$ cat config.mk
export PLATFORM = sky130hd
export DESIGN_NAME = tape_pulse_length_decoder
export DESIGN_NICKNAME = d
export VERILOG_FILES = /design/src/design/tpld_pkg.sv /design/src/design/tape_pulse_length_decoder.sv /design/src/design/tpld_decode.sv /design/src/design/tpld_scale.sv
export SDC_FILE = /design/constraint.sdc
export NUM_CORES = 2
export LEC_CHECK = 0
export BUFFER_PORTS_ARGS = -buffer_cell sky130_fd_sc_hd__buf_4
export CAP_MARGIN = 20
export CORE_ASPECT_RATIO = 0.6
export CORE_MARGIN = 2
export CORE_UTILIZATION = 59
export DETAILED_ROUTE_END_ITERATION = 10
export HOLD_SLACK_MARGIN = 0.06
export PLACE_DENSITY_LB_ADDON = 0.1
export SYNTH_ARGS = -nofsm -noshare
export SYNTH_HDL_FRONTEND = slang
export SYNTH_SLANG_ARGS = --single-unit
$ cat constraint.sdc
create_clock -name clk -period 7.1 [get_ports clk]
set_input_delay 1.42 -clock clk [delete_from_list [all_inputs] [get_ports clk]]
set_output_delay 1.42 -clock clk [all_outputs]
set_load 0.01 [all_outputs]
$ cat src/design/tpld_pkg.sv
// ----------------------------------------------------------------------------
// tpld_pkg
// Shared types and constants of the tape pulse length decoder.
// ----------------------------------------------------------------------------
package tpld_pkg;

	localparam int unsigned PosW      = 32;
	localparam int unsigned CodeW     = 24;
	localparam int unsigned ScaleW    = 22;
	localparam int unsigned FracBits  = 16;
	localparam int unsigned TimeW     = 32;
	localparam int unsigned ProdW     = CodeW + ScaleW;
	localparam int unsigned ScaledW   = ProdW - FracBits;

	localparam logic [CodeW-1:0]  ZeroCodeTicks = CodeW'(256);
	localparam logic [ScaleW-1:0] UnityScale    = ScaleW'(65536);
	localparam logic [PosW-1:0]   PosMax        = '1;

	// Image format codes
	typedef enum logic [1:0] {
		FMT_V0   = 2'd0,
		FMT_V1   = 2'd1,
		FMT_HALF = 2'd2,
		FMT_RSVD = 2'd3
	} fmt_t;

	// Configuration register indexes
	typedef enum logic [1:0] {
		REG_DATA_LENGTH = 2'd0,
		REG_FORMAT      = 2'd1,
		REG_SHORT_SCALE = 2'd2,
		REG_LONG_SCALE  = 2'd3
	} reg_idx_t;

	// Collection phase of a long pulse
	typedef enum logic [1:0] {
		PH_PULSE = 2'd0,
		PH_LEN0  = 2'd1,
		PH_LEN1  = 2'd2,
		PH_LEN2  = 2'd3
	} phase_t;

	// One decoded pulse on its way to the multiplier
	typedef struct packed {
		logic [CodeW-1:0]  code;
		logic [ScaleW-1:0] scale;
		logic              eod;
	} tpld_item_t;

	// Configuration seen by the datapath
	typedef struct packed {
		logic [PosW-1:0]   data_length;
		fmt_t              format_version;
		logic [ScaleW-1:0] short_scale;
		logic [ScaleW-1:0] long_scale;
	} tpld_cfg_t;

endpackage

$ cat src/design/tape_pulse_length_decoder.sv
// ----------------------------------------------------------------------------
// tape_pulse_length_decoder
// Turns tape image pulse bytes into pulse durations in timer ticks.
// ----------------------------------------------------------------------------
// Pipeline: the byte that completes a pulse loads stage 1; the scaled time then loads the result register.
// Throughput: one byte per cycle while out_stall does not hold the result;
// a single 24x22 multiplier sits between the stage 1 and result registers.
// Reset: clears position, phase, pipeline valids and all configuration
// registers (length 0, format 0, both scales 1.0).
module tape_pulse_length_decoder import tpld_pkg::*; (
	input  logic              clk,
	input  logic              arst_n,
	input  logic              cfg_we,
	input  logic [1:0]        cfg_index,
	input  logic [PosW-1:0]   cfg_wdata,
	input  logic              in_valid,
	output logic              in_stall,
	input  logic [7:0]        data_byte,
	output logic              out_valid,
	input  logic              out_stall,
	output logic [TimeW-1:0]  pulse_time,
	output logic              end_of_data
);

	tpld_cfg_t  cfg_q;
	logic       valid_s1;
	tpld_item_t item_s1;
	logic       take_s1;

	// Configuration registers
	always_ff @(posedge clk or negedge arst_n) begin
		if (!arst_n) begin
			cfg_q.data_length    <= '0;
			cfg_q.format_version <= FMT_V0;
			cfg_q.short_scale    <= UnityScale;
			cfg_q.long_scale     <= UnityScale;
		end else if (cfg_we) begin
			unique case (reg_idx_t'(cfg_index))
				REG_DATA_LENGTH: cfg_q.data_length    <= cfg_wdata;
				REG_FORMAT:      cfg_q.format_version <= fmt_t'(cfg_wdata[1:0]);
				REG_SHORT_SCALE: cfg_q.short_scale    <= cfg_wdata[ScaleW-1:0];
				REG_LONG_SCALE:  cfg_q.long_scale     <= cfg_wdata[ScaleW-1:0];
				default: ;
			endcase
		end
	end

	tpld_decode u_decode (
		.clk       (clk),
		.arst_n    (arst_n),
		.cfg       (cfg_q),
		.in_valid  (in_valid),
		.in_stall  (in_stall),
		.data_byte (data_byte),
		.take_s1   (take_s1),
		.valid_s1  (valid_s1),
		.item_s1   (item_s1)
	);

	tpld_scale u_scale (
		.clk            (clk),
		.arst_n         (arst_n),
		.format_version (cfg_q.format_version),
		.valid_s1       (valid_s1),
		.item_s1        (item_s1),
		.take_s1        (take_s1),
		.out_valid      (out_valid),
		.out_stall      (out_stall),
		.pulse_time     (pulse_time),
		.end_of_data    (end_of_data)
	);

endmodule

$ cat src/design/tpld_decode.sv
// ----------------------------------------------------------------------------
// tpld_decode
// Byte stream parser: tracks position and long-pulse collection, and registers
// one code/scale pair per pulse, or an end-of-data item, into stage 1.
// ----------------------------------------------------------------------------
module tpld_decode import tpld_pkg::*; (
	input  logic       clk,
	input  logic       arst_n,
	input  tpld_cfg_t  cfg,
	input  logic       in_valid,
	output logic       in_stall,
	input  logic [7:0] data_byte,
	input  logic       take_s1,
	output logic       valid_s1,
	output tpld_item_t item_s1
);

	logic [PosW-1:0] byte_position_q;
	phase_t          collect_phase_q;
	logic [15:0]     long_low_q;

	logic            accept;
	logic            emit;
	tpld_item_t      item_d;
	logic [PosW-1:0] pos_next;
	phase_t          phase_next;
	logic [15:0]     long_low_next;
	logic            advance;

	// Stage 1 frees up when it is empty or its item moves on
	assign in_stall = valid_s1 && !take_s1;
	assign accept   = in_valid && !in_stall;

	// Decode one byte against the current phase
	always_comb begin
		emit          = 1'b0;
		advance       = 1'b0;
		phase_next    = collect_phase_q;
		long_low_next = long_low_q;
		item_d.code   = '0;
		item_d.scale  = '0;
		item_d.eod    = 1'b0;
		unique case (collect_phase_q)
			PH_LEN0: begin
				advance       = 1'b1;
				long_low_next = {8'd0, data_byte};
				phase_next    = PH_LEN1;
			end
			PH_LEN1: begin
				advance       = 1'b1;
				long_low_next = {data_byte, long_low_q[7:0]};
				phase_next    = PH_LEN2;
			end
			PH_LEN2: begin
				advance      = 1'b1;
				phase_next   = PH_PULSE;
				emit         = 1'b1;
				item_d.code  = {data_byte, long_low_q};
				item_d.scale = cfg.long_scale;
			end
			PH_PULSE: begin
				if (byte_position_q >= cfg.data_length) begin
					emit       = 1'b1;
					item_d.eod = 1'b1;
				end else if (data_byte != 8'd0) begin
					advance      = 1'b1;
					emit         = 1'b1;
					item_d.code  = {16'd0, data_byte};
					item_d.scale = cfg.short_scale;
				end else if (cfg.format_version == FMT_V0) begin
					advance      = 1'b1;
					emit         = 1'b1;
					item_d.code  = ZeroCodeTicks;
					item_d.scale = UnityScale;
				end else begin
					advance    = 1'b1;
					phase_next = PH_LEN0;
				end
			end
			default: begin
				phase_next = PH_PULSE;
			end
		endcase
	end

	// Saturating byte count
	assign pos_next = (byte_position_q == PosMax) ? byte_position_q
	                                              : byte_position_q + PosW'(1);

	// Hold parser state
	always_ff @(posedge clk or negedge arst_n) begin
		if (!arst_n) begin
			byte_position_q <= '0;
			collect_phase_q <= PH_PULSE;
			long_low_q      <= '0;
		end else if (accept) begin
			if (advance) begin
				byte_position_q <= pos_next;
			end
			collect_phase_q <= phase_next;
			long_low_q      <= long_low_next;
		end
	end

	// Stage 1 valid
	always_ff @(posedge clk or negedge arst_n) begin
		if (!arst_n) begin
			valid_s1 <= 1'b0;
		end else if (accept) begin
			valid_s1 <= emit;
		end else if (take_s1) begin
			valid_s1 <= 1'b0;
		end
	end

	// Stage 1 payload
	always_ff @(posedge clk) begin
		if (accept && emit) begin
			item_s1 <= item_d;
		end
	end

endmodule

$ cat src/design/tpld_scale.sv
// ----------------------------------------------------------------------------
// tpld_scale
// Fixed-point scaling of one pulse code and the result register.
// ----------------------------------------------------------------------------
module tpld_scale import tpld_pkg::*; (
	input  logic             clk,
	input  logic             arst_n,
	input  fmt_t             format_version,
	input  logic             valid_s1,
	input  tpld_item_t       item_s1,
	output logic             take_s1,
	output logic             out_valid,
	input  logic             out_stall,
	output logic [TimeW-1:0] pulse_time,
	output logic             end_of_data
);

	logic [ProdW-1:0]   product;
	logic [ScaledW-1:0] scaled;
	logic [TimeW-1:0]   finished;
	logic               load_s2;

	// Q6.16 multiply, truncate the fraction
	assign product = ProdW'(item_s1.code) * ProdW'(item_s1.scale);
	assign scaled  = product[ProdW-1:FracBits];

	// Double for half-wave images; the scaled value stays below 2^30,
	// so the doubled time always fits in the 32-bit result
	assign finished = (format_version == FMT_HALF) ? TimeW'({scaled, 1'b0})
	                                               : TimeW'(scaled);

	assign take_s1 = !out_valid || !out_stall;
	assign load_s2 = valid_s1 && take_s1;

	// Result valid
	always_ff @(posedge clk or negedge arst_n) begin
		if (!arst_n) begin
			out_valid <= 1'b0;
		end else if (take_s1) begin
			out_valid <= valid_s1;
		end
	end

	// Result payload
	always_ff @(posedge clk) begin
		if (load_s2) begin
			pulse_time  <= finished;
			end_of_data <= item_s1.eod;
		end
	end

endmodule

; Word-level counts from Yosys, hierarchy flattened
; Cells that the tools add are included.
[word_totals]
input_bits = 47
elab_cells = 76
reg_bits = 210
out_inout_bits = 35
[classes]
n_reduce_logical = 24
add_sub_neg = 1
n_bitwise = 2
multipliers = 1
n_lt_le_gt_ge = 1
eq_ne = 11
mux = 19
[op_table]
columns = cell, count
row1 = 46-bit 2-to-1 mux, 2
row2 = 46-bit case mux with 2 select lines, 1
row3 = 24-bit by 22-bit multiplier with 46-bit output, 1
row4 = 32-bit by 1-bit adder with 32-bit output (second input constant), 1
row5 = 32-bit equality test (second input constant), 1
row6 = 32-bit >= comparator, 1
row7 = 16-bit case mux with 2 select lines, 1
row8 = 31-bit 2-to-1 mux, 1
row9 = 30-bit 2-to-1 mux, 1
row10 = 2-bit equality test (second input constant), 5
row11 = 2-bit AND reduction, 5
row12 = 2-bit case mux with 4 select lines, 1
row13 = 8-bit nonzero test, 1
row14 = 1-bit 2-to-1 mux, 7
row15 = 2-bit logical NOT, 3
row16 = 2-bit 2-to-1 mux, 3
row17 = 2-bit != test (second input constant), 3
row18 = 3-bit AND reduction, 2
row19 = 2-bit by 1-bit equality test with 1-bit output (second input constant), 2
row20 = 1-bit logical AND, 4
row21 = 1-bit logical NOT, 4
row22 = 1-bit case mux with 2 select lines, 2
row23 = 4-bit AND reduction, 1
row24 = 2-bit nonzero test, 2
row25 = other kinds (3), 4

; Depth between registers and ports, before layout
[depth]
ltp_word = 7
ltp_mapped = 27
ltp_nobuf = 25

; Cells and area by module
; From an unflattened synthesis, not the netlist that was laid out.
[unflattened]
cells_unflattened = 2641
area_unflattened_um2 = 26216.4
[modules_own_cells]
columns = mod, area_each_um2, n_inst, seq_area_each_um2, cells_each
row1 = tpld_scale, 18227.5, 1, 985.9, 2016
row2 = tpld_decode, 5069.9, 1, 2687.6, 458
row3 = tape_pulse_length_decoder, 2919.0, 1, 1954.4, 167

; Worst setup path after synthesis
; OpenSTA, ideal clock, no wires.
[synth_timing]
path_type = register to register
start = register u_decode.item_s1[5] (netlist name)
end = register u_scale.pulse_time[16], data pin
setup_slack_ns = 0.342
path_stages_with_launch = 25
setup_time_ns = 0.260
synth_period_minus_slack_ns = 6.758
n_path_buf = 2
required_time_ns = 6.840
arrival_ns = 6.499
path_cell_list = edfxtp_1 > clkbuf_1 > and2_1 > fa_1 > inv_1 > fa_1 > fa_1 > inv_1 > fa_1 > inv_1 > fa_1 > fa_1 > fa_1 > inv_1 > ha_1 > buf_2 > a211o_1 > a21oi_1 > o21ai_0 > a221o_1 > or2_1 > a21oi_2 > o21ai_1 > xor2_1 > mux2_2
[synth_between]
elab_chain_cells = 2
[synth_rtl]
columns = element, line
row1 = 24-bit by 22-bit multiplier with 46-bit output, tpld_scale.sv:24  ; assign product = ProdW'(item_s1.code) * ProdW'(item_s1.scale);
row2 = 30-bit 2-to-1 mux, tpld_scale.sv:29  ; assign finished = (format_version == FMT_HALF) ? TimeW'({scaled, 1'b0})
row3 = via u_scale.finished[16], tpld_scale.sv:20  ; logic [TimeW-1:0] finished;
row4 = to (signal assigned), tpld_scale.sv:47  ; pulse_time <= finished;
row5 = to (decl), tpld_scale.sv:14  ; output logic [TimeW-1:0] pulse_time,
; The timed path passes the listed nets, and every way through them passes these cells.
; A chain may end at the register's enable or synchronous reset.

; Worst setup path after layout
[layout_timing]
start = register u_decode.item_s1[37] (netlist name)
end = register u_scale.pulse_time[28], data pin
[layout_between]
elab_chain_cells = 2
[layout_rtl]
columns = element, line
row1 = 24-bit by 22-bit multiplier with 46-bit output, tpld_scale.sv:24
row2 = 30-bit 2-to-1 mux, tpld_scale.sv:29
row3 = via u_scale.finished[28], tpld_scale.sv:20
; The timed path passes the listed nets, and every way through them passes these cells.

==> results.md <==
- Most frequent cells in the layout: inv_1, nand2_1, fa_1, and2_1, buf_4
- TritonCTS clock tree: yes
- Worst Path Required: around 7400 ps
- Final setup vio count: 0
- Core Region: about 44000 um^2
- Routed WL: between 70000 and 80000 um
- Register Area: 5630 um^2
- Clock Tree Buf Depth: 3
- First-pass GRT wire length: approximately 120000 um
- Crit path kind: flop to flop
- Reg2reg start: u_decode.item_s1[37]$_DFFE_PP_
- DR WL/cell: ~22 um
- Final hold vios: 0
- Via density: approximately 5.7
- Number of max-cap violations: 0
- Port Buffers: 80
- Pre-CTS setup slack: -129 ps
- Setup WS post-layout: between 100 and 150 ps
- CP endpoint: u_scale.pulse_time[28]$_DFFE_PP_
- Nets: ~3500
- CP arrival: 7290 ps
- IO Pins: 82
- Worst skew pair latency: between 500 and 600 ps
- Synth-to-layout area growth: 13.7%
- Max Slew Vio Count: 0
- Final Skew: between 15 and 20 ps
- Hold crit path type: flop to flop
- Fill cells: between 3000 and 4000
- Cell row count: 59
- Initial antenna violation count: 1
- Hold WS: about 460 ps
- Clk pin slew, worst setup/hold paths: around 70 ps
- Multi-input gate area: roughly 19000 um^2
- Most common cell after layout, fill and taps aside: inv_1
- CTS Buf Count: 23
- Tmin final: roughly 7000 ps
- Reg2reg end: u_scale.pulse_time[28]$_DFFE_PP_
- Largest net degree at the start of global routing: 73
- Clk root buf: clkbuf_16
- Clock sink count: 209
- First-pass iteration count of the detailed router: 8
- Post-CTS Hold Buffers: 0
- Slew HR: 25.1%
- Highest Clock Rate: roughly 0.14 GHz
- Register area share after synthesis: 21.5%
- Drc violations: 2
- Post-synth ARST share: 62.2%
- Failing checks: design-rule violations
- Top FF cell, synth: dfrtp_1
- Die area: 46100 um^2
- Syn Area/Cell: a little under 10 um^2
- Dpl cells: around 3300
- Crit path from: u_decode.item_s1[37]$_DFFE_PP_
- Post-route cell area: slightly below 30000 um^2
- Initial Util: between 60% and 70%
- Vias in the first global route: about 20000
- Crit share post-route: 98.5%
- Count of different cell masters after synthesis: 71
- Share of cells above drive strength 1: between 10% and 20%
- Total gr overflow: 0
- Detailed-route via count: 19600
- RSZ-0062 raised after global routing: yes
- CP Max Fanout: 6
- Worst-Margin Slew: roughly 1100 ps
- Iteration-0 DRC Markers: between 1500 and 2000
- Post-Syn Instances: ~2700
- Detailed placer's ending HPWL: 60600 um
- Die Width: 276 um
- Total Routing Usage GR: between 30 and 40%
- Syn Nets: 3368
- R2r worst-path depth: 22
- Vert. Die Dim: roughly 170 um
- CP endpoint kind: flop
- YS warnings: 0
- CP startpoint kind: flop
- Antenna Nets Post-Route: 0
- Number of flops mapped to enable cells by yosys: 79
- Final Non-Filler Cells: about 3400
- Antenna diodes: 0
- Status: complete, but fails checks
- H-Tree Depth: 1
- Setup slack, reg-to-reg: about 100 ps
- DP Area: approximately 28000 um^2
- FF+latch count, synth: between 200 and 250
- Placer Congestion: 0.987
- Post-synthesis cell area: around 26000 um^2
[worst max-delay path, cell delays in order (launching register included)]
cell and delay, ps:
edfxtp_1 610, buf_4 260, and2_1 160, fa_1 460
fa_1 600, inv_1 70, fa_1 470, inv_1 50
fa_1 480, fa_1 590, fa_1 430, fa_1 460
ha_1 310, buf_4 150, nand2_1 100, nor3_1 350
nor3b_1 260, buf_4 150, o211a_1 190, nor2_1 80
a21oi_2 210, mux2i_1 200, nor3b_1 70
[metal layers]
metal  GRT usage [%]  vias up  wire, um
li1                -     8635         -
met1            52.2     9808     34200
met2            43.6     1022     29700
met3            14.8      106     10600
met4            5.47        4      1520
met5            2.42        -       146
[sequential cells by signal, indices dropped and copies added, names as in the netlist]
name and flops:
cfg_q 78, u_decode.byte_position_q 32, u_decode.collect_phase_q 2, u_decode.item_s1 47, u_decode.long_low_q 16, u_decode.valid_s1 1, u_scale.end_of_data 1, u_scale.out_valid 1
u_scale.pulse_time 31
[logic make-up after synthesis]
group | after synthesis | synth area share (%)
compound gates | 268 | 6.70
xor+xnor | 62 | 2.07
fa+ha+maj | 632 | 42.7
buf+inv | 610 | 8.82
flops | 209 | 21.5
mux | 61 | 2.58
other cells | 1 | 0.0143
simple gates | 846 | 15.6
[synthesized netlist by cell type, drive strengths merged (6+ instances only)]
cell type    n  share of area [%]
a22oi       11               0.32
mux2        52                2.2
buf         13               0.26
clkbuf     123                1.8
nand2      434                6.2
nor2        51               0.73
ha         196                9.4
nand3       30               0.57
nand2b      15               0.36
fa         436                 33
and2       236                5.6
o21bai      10               0.29
xor2        11               0.37
and3        11               0.30
a21o        26               0.75
o21a         7               0.20
a22o        21               0.70
dfrtp      128                 12
nand4       27               0.65
edfxtp      79                9.1
or2          6               0.14
nor3         7               0.13
mux2i        9               0.34
o21ai       86                1.6
a21oi       59                1.1
inv        474                6.8
nor2b        6               0.14
xnor2       51                1.7
a211oi      10               0.38
[per-stage QoR]
| stage | util [%] | setup TNS [ps] |
|---|---|---|
| 3_3_place_gp | 64.1 | -132 |
| 6_report | 68.3 | 0 |
| 4_1_cts | 66.3 | 0 |
| 3_5_place_dp | 64.1 | -448 |
| 5_1_grt | 68.3 | -827 |
| 2_1_floorplan | - | 0 |
[what timing repair did]
action | CTS | global route
cloned | 0 | 5
resized for setup | 3 | 107
pin swaps | 0 | 30
setup endpoints to repair | 15 | 24
buffers inserted | 17 | 36
[area by class of cell]
| cell class | count | area share [%] |
|---|---|---|
| clock inverters | 13 | 0.509 |
| well taps | 579 | 2.44 |
| clock buffers | 29 | 2.08 |
| repair buffers | 255 | 7.37 |
| flip-flops and latches | 209 | 18.9 |
| multi-input cells | 1870 | 62.7 |
| inverters | 474 | 5.98 |
[how the worst min path moves through the flow]
stage | from | endpoint | slack (ps) | depth (start not counted)
2_1_floorplan | u_decode.item_s1[0]$_SDFFCE_PN0P_ | u_scale.end_of_data$_DFFE_PP_ | 400 | 0
3_3_place_gp | u_decode.long_low_q[9]$_DFFE_PN0P_ | u_decode.long_low_q[9]$_DFFE_PN0P_ | 460 | 2
3_5_place_dp | u_decode.item_s1[0]$_SDFFCE_PN0P_ | u_scale.end_of_data$_DFFE_PP_ | 460 | 0
4_1_cts | u_decode.item_s1[0]$_SDFFCE_PN0P_ | u_scale.end_of_data$_DFFE_PP_ | 450 | 0
5_1_grt | u_decode.item_s1[0]$_SDFFCE_PN0P_ | u_scale.end_of_data$_DFFE_PP_ | 470 | 0
6_report | u_decode.item_s1[0]$_SDFFCE_PN0P_ | u_scale.end_of_data$_DFFE_PP_ | 460 | 0
Power is left out: the tool's default activity adds up to more than one toggle a clock period on the data nets, which glitch-free logic cannot reach.
